**src/hdl/cgt_pkg.sv**
```systemverilog
// constants and types shared by the circle geofence tracker
// no dependencies
package cgt_pkg;
	localparam logic [1:0] MODE_FENCE = 2'd0;
	localparam logic [1:0] MODE_POS   = 2'd1;
	localparam logic [1:0] MODE_END   = 2'd2;
	localparam logic [1:0] MODE_QUERY = 2'd3;

	localparam logic [1:0] KIND_ENTER = 2'd0;
	localparam logic [1:0] KIND_EXIT  = 2'd1;
	localparam logic [1:0] KIND_QUERY = 2'd2;
endpackage

```
**src/hdl/circle_geofence_tracker.sv**
```systemverilog
// circle geofence tracker: accepts a request when start is high and busy is low, and
// produces results one cycle long, marked by strobe, which the receiver cannot stall.
// Fence writes and positions are taken in the idle state; a query holds busy through
// ST_QUERY, which registers its strobed answer. At frame end the block clears absent rows
// (and all rows of disabled fences) in ST_CLEAR, then walks every fence and buffered
// position pair through one shared squared-distance unit in the steps operands, dx*dx,
// dz*dz, r*r and compare, since one 25x25 multiplier computes the squares in turn, and
// passes through ST_NEXT after each fence. A disabled fence or an empty buffer goes
// straight from ST_PAIR to ST_NEXT. Busy stays high for the walk. At most one event is
// emitted per pair.
// depends on cgt_pkg
module circle_geofence_tracker #(
	parameter int FENCE_COUNT = 8,
	parameter int CHAR_COUNT  = 8,
	parameter int FRAME_DEPTH = 8,
	parameter int COORD_BITS  = 24
) (
	input  logic        clk,
	input  logic        arst_n,
	input  logic        start,
	output logic        busy,
	input  logic [1:0]  mode,
	input  logic [2:0]  fence_slot,
	input  logic signed [23:0] fence_x,
	input  logic signed [23:0] fence_z,
	input  logic [22:0] fence_radius,
	input  logic        fence_on,
	input  logic [2:0]  char_slot,
	input  logic signed [23:0] char_x,
	input  logic signed [23:0] char_z,
	input  logic        last_in_frame,
	output logic        strobe,
	output logic [1:0]  out_kind,
	output logic [2:0]  out_fence,
	output logic [2:0]  out_char,
	output logic        out_inside,
	output logic        out_last
);
	localparam int FW = (FENCE_COUNT > 1) ? $clog2(FENCE_COUNT) : 1;
	localparam int CW = (CHAR_COUNT > 1) ? $clog2(CHAR_COUNT) : 1;
	localparam int PW = (FRAME_DEPTH > 1) ? $clog2(FRAME_DEPTH) : 1;
	localparam int NW = $clog2(FRAME_DEPTH + 1);
	localparam int DW = COORD_BITS + 1;
	localparam int SW = 2 * DW + 1;

	typedef enum logic [3:0] {
		ST_IDLE, ST_QUERY, ST_CLEAR, ST_PAIR, ST_MX, ST_MZ, ST_MR, ST_DECIDE, ST_NEXT
	} state_t;

	state_t state_q;
	logic signed [COORD_BITS-1:0] fx_q [FENCE_COUNT];
	logic signed [COORD_BITS-1:0] fz_q [FENCE_COUNT];
	logic [COORD_BITS-2:0] fr_q [FENCE_COUNT];
	logic [FENCE_COUNT-1:0] fvalid_q;
	logic [CHAR_COUNT-1:0] rows_q [FENCE_COUNT];
	logic [CW-1:0] pc_q [FRAME_DEPTH];
	logic signed [COORD_BITS-1:0] px_q [FRAME_DEPTH];
	logic signed [COORD_BITS-1:0] pz_q [FRAME_DEPTH];
	logic [NW-1:0] count_q;
	logic [CHAR_COUNT-1:0] present_q;
	logic [FW-1:0] f_q;
	logic [PW-1:0] p_q;
	logic [DW-1:0] dx_q, dz_q, ma_q;
	logic [SW-1:0] acc_q;
	logic [2*DW-1:0] prod_q;
	logic pend_q;
	logic [1:0] pkind_q;
	logic [2:0] pfence_q, pchar_q;
	logic [2:0] qf_q, qc_q;
	logic qa_q;

	logic [2*DW-1:0] prod;
	logic signed [DW-1:0] ax, bx, az, bz;
	logic signed [DW-1:0] sx, sz;
	logic now_in, was_in;
	logic [CW-1:0] cur_c;
	logic last_pair;
	logic fs_ok, cs_ok;

	// shared multiplier, operand picked by the sequencer
	assign prod = ma_q * ma_q;
	assign ax = DW'(fx_q[f_q]);
	assign bx = DW'(px_q[p_q]);
	assign az = DW'(fz_q[f_q]);
	assign bz = DW'(pz_q[p_q]);
	assign sx = bx - ax;
	assign sz = bz - az;
	assign cur_c = pc_q[p_q];
	assign was_in = rows_q[f_q][cur_c];
	// acc holds dx2+dz2; compare with r2
	assign now_in = acc_q < SW'(prod_q);
	assign last_pair = (32'(p_q) + 1 >= 32'(count_q));
	assign fs_ok = 32'(fence_slot) < FENCE_COUNT;
	assign cs_ok = 32'(char_slot) < CHAR_COUNT;
	assign busy = (state_q != ST_IDLE);

	// the last event is known only once the walk finishes, so one event is held back
	always_ff @(posedge clk or negedge arst_n) begin
		if (!arst_n) begin
			state_q <= ST_IDLE;
			fvalid_q <= '0;
			for (int i = 0; i < FENCE_COUNT; i++) rows_q[i] <= '0;
			count_q <= '0;
			present_q <= '0;
			f_q <= '0;
			p_q <= '0;
			pend_q <= 1'b0;
			strobe <= 1'b0;
			out_kind <= '0; out_fence <= '0; out_char <= '0;
			out_inside <= 1'b0; out_last <= 1'b0;
		end else begin
			strobe <= 1'b0;
			unique case (state_q)
				ST_IDLE: begin
					if (start) begin
						unique case (mode)
							cgt_pkg::MODE_FENCE: begin
								if (fs_ok) begin
									if (fence_on) begin
										fx_q[FW'(fence_slot)] <= COORD_BITS'(fence_x);
										fz_q[FW'(fence_slot)] <= COORD_BITS'(fence_z);
										fr_q[FW'(fence_slot)] <= (COORD_BITS-1)'(fence_radius);
										fvalid_q[FW'(fence_slot)] <= 1'b1;
									end else begin
										fvalid_q[FW'(fence_slot)] <= 1'b0;
										rows_q[FW'(fence_slot)] <= '0;
									end
								end
							end
							cgt_pkg::MODE_POS: begin
								if (cs_ok && 32'(count_q) < FRAME_DEPTH) begin
									pc_q[PW'(count_q)] <= CW'(char_slot);
									px_q[PW'(count_q)] <= COORD_BITS'(char_x);
									pz_q[PW'(count_q)] <= COORD_BITS'(char_z);
									count_q <= count_q + 1'b1;
									present_q[CW'(char_slot)] <= 1'b1;
								end
								if (last_in_frame) state_q <= ST_CLEAR;
							end
							cgt_pkg::MODE_END: state_q <= ST_CLEAR;
							cgt_pkg::MODE_QUERY: begin
								qf_q <= fence_slot;
								qc_q <= char_slot;
								qa_q <= fs_ok && cs_ok && fvalid_q[FW'(fence_slot)]
									&& rows_q[FW'(fence_slot)][CW'(char_slot)];
								state_q <= ST_QUERY;
							end
							default: ;
						endcase
					end
				end
				ST_QUERY: begin
					strobe <= 1'b1;
					out_kind <= cgt_pkg::KIND_QUERY;
					out_fence <= qf_q; out_char <= qc_q;
					out_inside <= qa_q; out_last <= 1'b1;
					state_q <= ST_IDLE;
				end
				ST_CLEAR: begin
					for (int i = 0; i < FENCE_COUNT; i++)
						rows_q[i] <= fvalid_q[i] ? (rows_q[i] & present_q) : '0;
					f_q <= '0; p_q <= '0;
					state_q <= ST_PAIR;
				end
				ST_PAIR: begin
					if (!fvalid_q[f_q] || count_q == '0) begin
						state_q <= ST_NEXT;
					end else begin
						dx_q <= sx[DW-1] ? DW'(-sx) : DW'(sx);
						dz_q <= sz[DW-1] ? DW'(-sz) : DW'(sz);
						ma_q <= sx[DW-1] ? DW'(-sx) : DW'(sx);
						state_q <= ST_MX;
					end
				end
				ST_MX: begin
					acc_q <= SW'(prod);
					ma_q <= dz_q;
					state_q <= ST_MZ;
				end
				ST_MZ: begin
					acc_q <= acc_q + SW'(prod);
					ma_q <= DW'(fr_q[f_q]);
					state_q <= ST_MR;
				end
				ST_MR: begin
					prod_q <= prod;
					state_q <= ST_DECIDE;
				end
				ST_DECIDE: begin
					if (now_in != was_in) begin
						rows_q[f_q][cur_c] <= now_in;
						if (pend_q) begin
							strobe <= 1'b1;
							out_kind <= pkind_q; out_fence <= pfence_q;
							out_char <= pchar_q; out_inside <= 1'b0; out_last <= 1'b0;
						end
						pend_q <= 1'b1;
						pkind_q <= now_in ? cgt_pkg::KIND_ENTER : cgt_pkg::KIND_EXIT;
						pfence_q <= 3'(f_q);
						pchar_q <= 3'(cur_c);
					end
					if (last_pair) state_q <= ST_NEXT;
					else begin
						p_q <= p_q + 1'b1;
						state_q <= ST_PAIR;
					end
				end
				ST_NEXT: begin
					p_q <= '0;
					if (32'(f_q) + 1 >= FENCE_COUNT) begin
						if (pend_q) begin
							strobe <= 1'b1;
							out_kind <= pkind_q; out_fence <= pfence_q;
							out_char <= pchar_q; out_inside <= 1'b0; out_last <= 1'b1;
						end
						pend_q <= 1'b0;
						count_q <= '0;
						present_q <= '0;
						state_q <= ST_IDLE;
					end else begin
						f_q <= f_q + 1'b1;
						state_q <= ST_PAIR;
					end
				end
				default: state_q <= ST_IDLE;
			endcase
		end
	end
endmodule

```
**config.mk**
```make
export PLATFORM = sky130hd
export DESIGN_NAME = circle_geofence_tracker
export DESIGN_NICKNAME = d
export VERILOG_FILES = /design/src/hdl/cgt_pkg.sv /design/src/hdl/circle_geofence_tracker.sv
export SDC_FILE = /design/constraint.sdc
export NUM_CORES = 2
export LEC_CHECK = 0
export BUFFER_PORTS_ARGS = -buffer_cell sky130_fd_sc_hd__buf_4
export CORE_ASPECT_RATIO = 0.75
export CORE_UTILIZATION = 60
export DETAILED_ROUTE_END_ITERATION = 8
export GPL_ROUTABILITY_DRIVEN = 1
export PLACE_DENSITY = 0.77
export SYNTH_ARGS = -nofsm -noshare
export SYNTH_HDL_FRONTEND = slang
export SYNTH_SLANG_ARGS = --single-unit
```
**constraint.sdc**
```tcl
create_clock -name clk -period 12.48 [get_ports clk]
set_input_delay 1.872 -clock clk [delete_from_list [all_inputs] [get_ports clk]]
set_output_delay 1.872 -clock clk [all_outputs]
set_load 0.005 [all_outputs]
```
==> summary.txt <==
CTS
  • H-tree levels: 3
  • CTS Buf Count: 113
  • Sink Count: 1246
  • Root buffer cell: clkbuf_16
  • Resized Gates After CTS: 0
  • Maximum root-to-sink buffer count: 3
  • CTS Hold Buffers Added: 0
  • Clock-pin slew on the worst setup and hold paths: 70 ps
  • Post-CTS setup buffers: 0
  • CTS tree: done
  • Worst-skew pair later-pin latency: 770 ps

Setup path
  • Crit path largest cell delay: 1020 ps
  • Max FO, Critical Path: 26
  • CP Data Required Time: 12980 ps
  • Critical Path Slowest Stage Cell: edfxtp_1
  • Crit. End Element: flop
  • Crit path arrival time: 10870 ps
  • Nature of the critical path startpoint: flop
  • Worst Setup Path Type: flop to flop

Timing
  • Min Tclk post-route: 10370 ps
  • Worst relative slew slack: 15.2%
  • Post-route setup TNS: 0 ps
  • Post-Route Skew: 93.7 ps
  • Final setup vio count: 0
  • Final Hold Violating Endpoints: 0
  • Fin crit share: 83.1%
  • Fmax achieved: 0.0964 GHz
  • RSZ-0062 raised after global routing: false
  • Final Max Tran Viols: 0
  • Worst slew pin tran: 1260 ps

Synth
  • Cell area after synthesis: 73500 um2
  • Synth warn: 0
  • Post-synthesis sequential area ratio: 50.2%
  • Post-Synthesis Net Count: 6757
  • Most numerous cell in the Yosys netlist: edfxtp_1
  • Netlist cell types: 87
  • Cells after synthesis: 5810
  • Top cells by area, synth: edfxtp_1 47%, fa_1 13%, ha_1 5.9%
  • Top-area cell type share of the netlist area: 46.6%
  • Post-synth EDFFs: 1140
  • FFs w/ async S/R, synth: 8.51%
  • Syn avg cell area: 12.7 um2
  • Synth cell count leaders: 1140 x edfxtp_1, 738 x inv_1, 469 x fa_1
  • Yosys top cell by area: edfxtp_1
  • Ys flop type: edfxtp_1
  • Seq cells post-synth: 1246

Place
  • I/O Buffers: 143
  • Final RePlAce weighted congestion: 1.01
  • DPL Wire Length: 135000 um

Drt
  • Via count: 48500
  • Post-route antenna net violation count: 0
  • # DRC: 0
  • Detailed Route WL: 198000 um
  • 1st-iter DRT viols: 5758
  • DRT Pass-1 Iters: 8
  • Via density: 6.38
  • Per-cell routed wire length: 26.0 um

Floorplan
  • DIE AREA: 124000 um2
  • # rows: 110
  • Die height: 305 um
  • Die X: 406 um
  • Core area: 121000 um2
  • Initial Util: 60.9%
  • I/O pins: 144

Finish
  • Nets: 6836
  • Area occupied by multi-input gates: 33000 um2
  • Share of layout cells above drive strength 1: 10.9%
  • Seq. cell area: 36900 um2
  • Area growth from synthesis to layout: 8.85%
  • Fill cells: 8595

Status
  • Outcome: complete, no violations

Hold path
  • Hold crit path type: flop to flop

GRT
  • Largest net degree at the start of global routing: 72
  • GRT Overall Usage: 32.2%
  • First-pass GRT wire length: 297000 um
  • Global route total overflow: 0
  • Initial antenna violation count: 15
  • Number of global-route vias before repair: 48300

Job
  • Max-cap check violation count: 0
worst paths after layout:
path,cells after the start,end,slack [ps],startpoint
setup / recovery,35,acc_q[42]$_DFFE_PP_,2110,ma_q[15]$_DFFE_PP_
hold / removal,2,out_inside$_DFFE_PN0P_,470,qa_q$_DFFE_PP_
setup reg to reg,35,acc_q[42]$_DFFE_PP_,2110,ma_q[15]$_DFFE_PP_
hold reg to reg,2,out_inside$_DFFE_PN0P_,470,qa_q$_DFFE_PP_
max in group asynchronous,2,p_q[1]$_DFFE_PN0P_,9850,arst_n
min in group asynchronous,1,out_fence[1]$_DFFE_PN0P_,1140,arst_n
state kept, by name, indices dropped and copies added, names as in the netlist, 2 cells and up:
register	cells
qf_q	3
pc_q	24
dz_q	25
count_q	4
state_q	4
f_q	3
px_q	192
out_kind	2
pfence_q	3
out_char	3
fx_q	192
p_q	3
acc_q	51
rows_q	64
pchar_q	3
qc_q	3
out_fence	3
fvalid_q	8
pz_q	192
ma_q	25
fz_q	192
fr_q	184
prod_q	49
present_q	8
through the flow:
step | setup slack (ps) | utilization [%] | cells | hold WS (ps) | area (um2)
2_1_floorplan | 3690 | - | 5810 | 423 | 73500
3_3_place_gp | 2470 | 63.3 | 7398 | 452 | 76400
3_5_place_dp | 2280 | 63.3 | 7398 | 453 | 76400
4_1_cts | 2280 | 66.3 | 7598 | 467 | 80000
5_1_grt | 1550 | 66.3 | 7608 | 523 | 80000
6_report | 2110 | 66.3 | 7609 | 467 | 80000
per-layer routing:
layer	part of all wire [%]	wire length, um	GRT usage [%]	vias to the layer above
met4	4.5	8930	12.9	10
met5	0.038	75	0	-
li1	-	-	-	21100
met2	47	92300	50.6	2690
met1	39	76700	43.9	24300
met3	10	19900	7.09	459
cells by family after synthesis:
kind of cell | after synthesis | synth area share, %
DFF | 1246 | 50.2
and+or+nand+nor | 1150 | 7.67
xor gates and xnor gates | 174 | 2.07
adders and majority gates | 815 | 18.7
AOI/OAI and AO/OA | 1199 | 11.0
muxes | 234 | 5.39
buffers and inverters | 992 | 5.07
cell type report:
type	count	share of cell area (%)
diodes	11	0.0344
clock inverters	61	0.780
flip-flops and latches	1246	46.1
well taps	1624	2.54
multi-input cells	3572	41.3
clock buffers	139	3.71
repair buffers	216	2.04
inverters	740	3.47
critical path, delay by kind of cell, from the launching register on:
family | cells | cell delay, ps
AO/OA/AOI/OAI | 11 | 2690
adder cells (fa/ha/maj) | 9 | 4400
flip-flops | 1 | 1020
buffers and inverters | 7 | 370
multiplexers | 1 | 260
XOR/XNOR | 2 | 390
AND/OR/NAND/NOR | 5 | 1000
placed cells by master (no fill, tap or decap), types with 82 or more instances in the layout:
| cell type | synthesis | routed |
|---|---|---|
| edfxtp_1 | 1140 | 1140 |
| inv_1 | 738 | 738 |
| fa_1 | 469 | 469 |
| nand2_1 | 441 | 440 |
| ha_1 | 346 | 346 |
| o21ai_0 | 270 | 270 |
| a21oi_1 | 255 | 255 |
| buf_4 | 0 | 215 |
| nor2_1 | 193 | 182 |
| and2_1 | 155 | 154 |
| a22oi_1 | 133 | 133 |
| mux4_2 | 120 | 120 |
| clkbuf_16 | 0 | 113 |
| dfrtp_1 | 106 | 102 |
| xnor2_1 | 101 | 101 |
| a21o_1 | 93 | 93 |
| a221oi_1 | 89 | 89 |
| and3_1 | 89 | 88 |
| a22o_1 | 83 | 83 |
| mux2_2 | 82 | 82 |
Power is not shown: default switching activity piles up to over one toggle a cycle in this logic, so the estimate is an artifact.
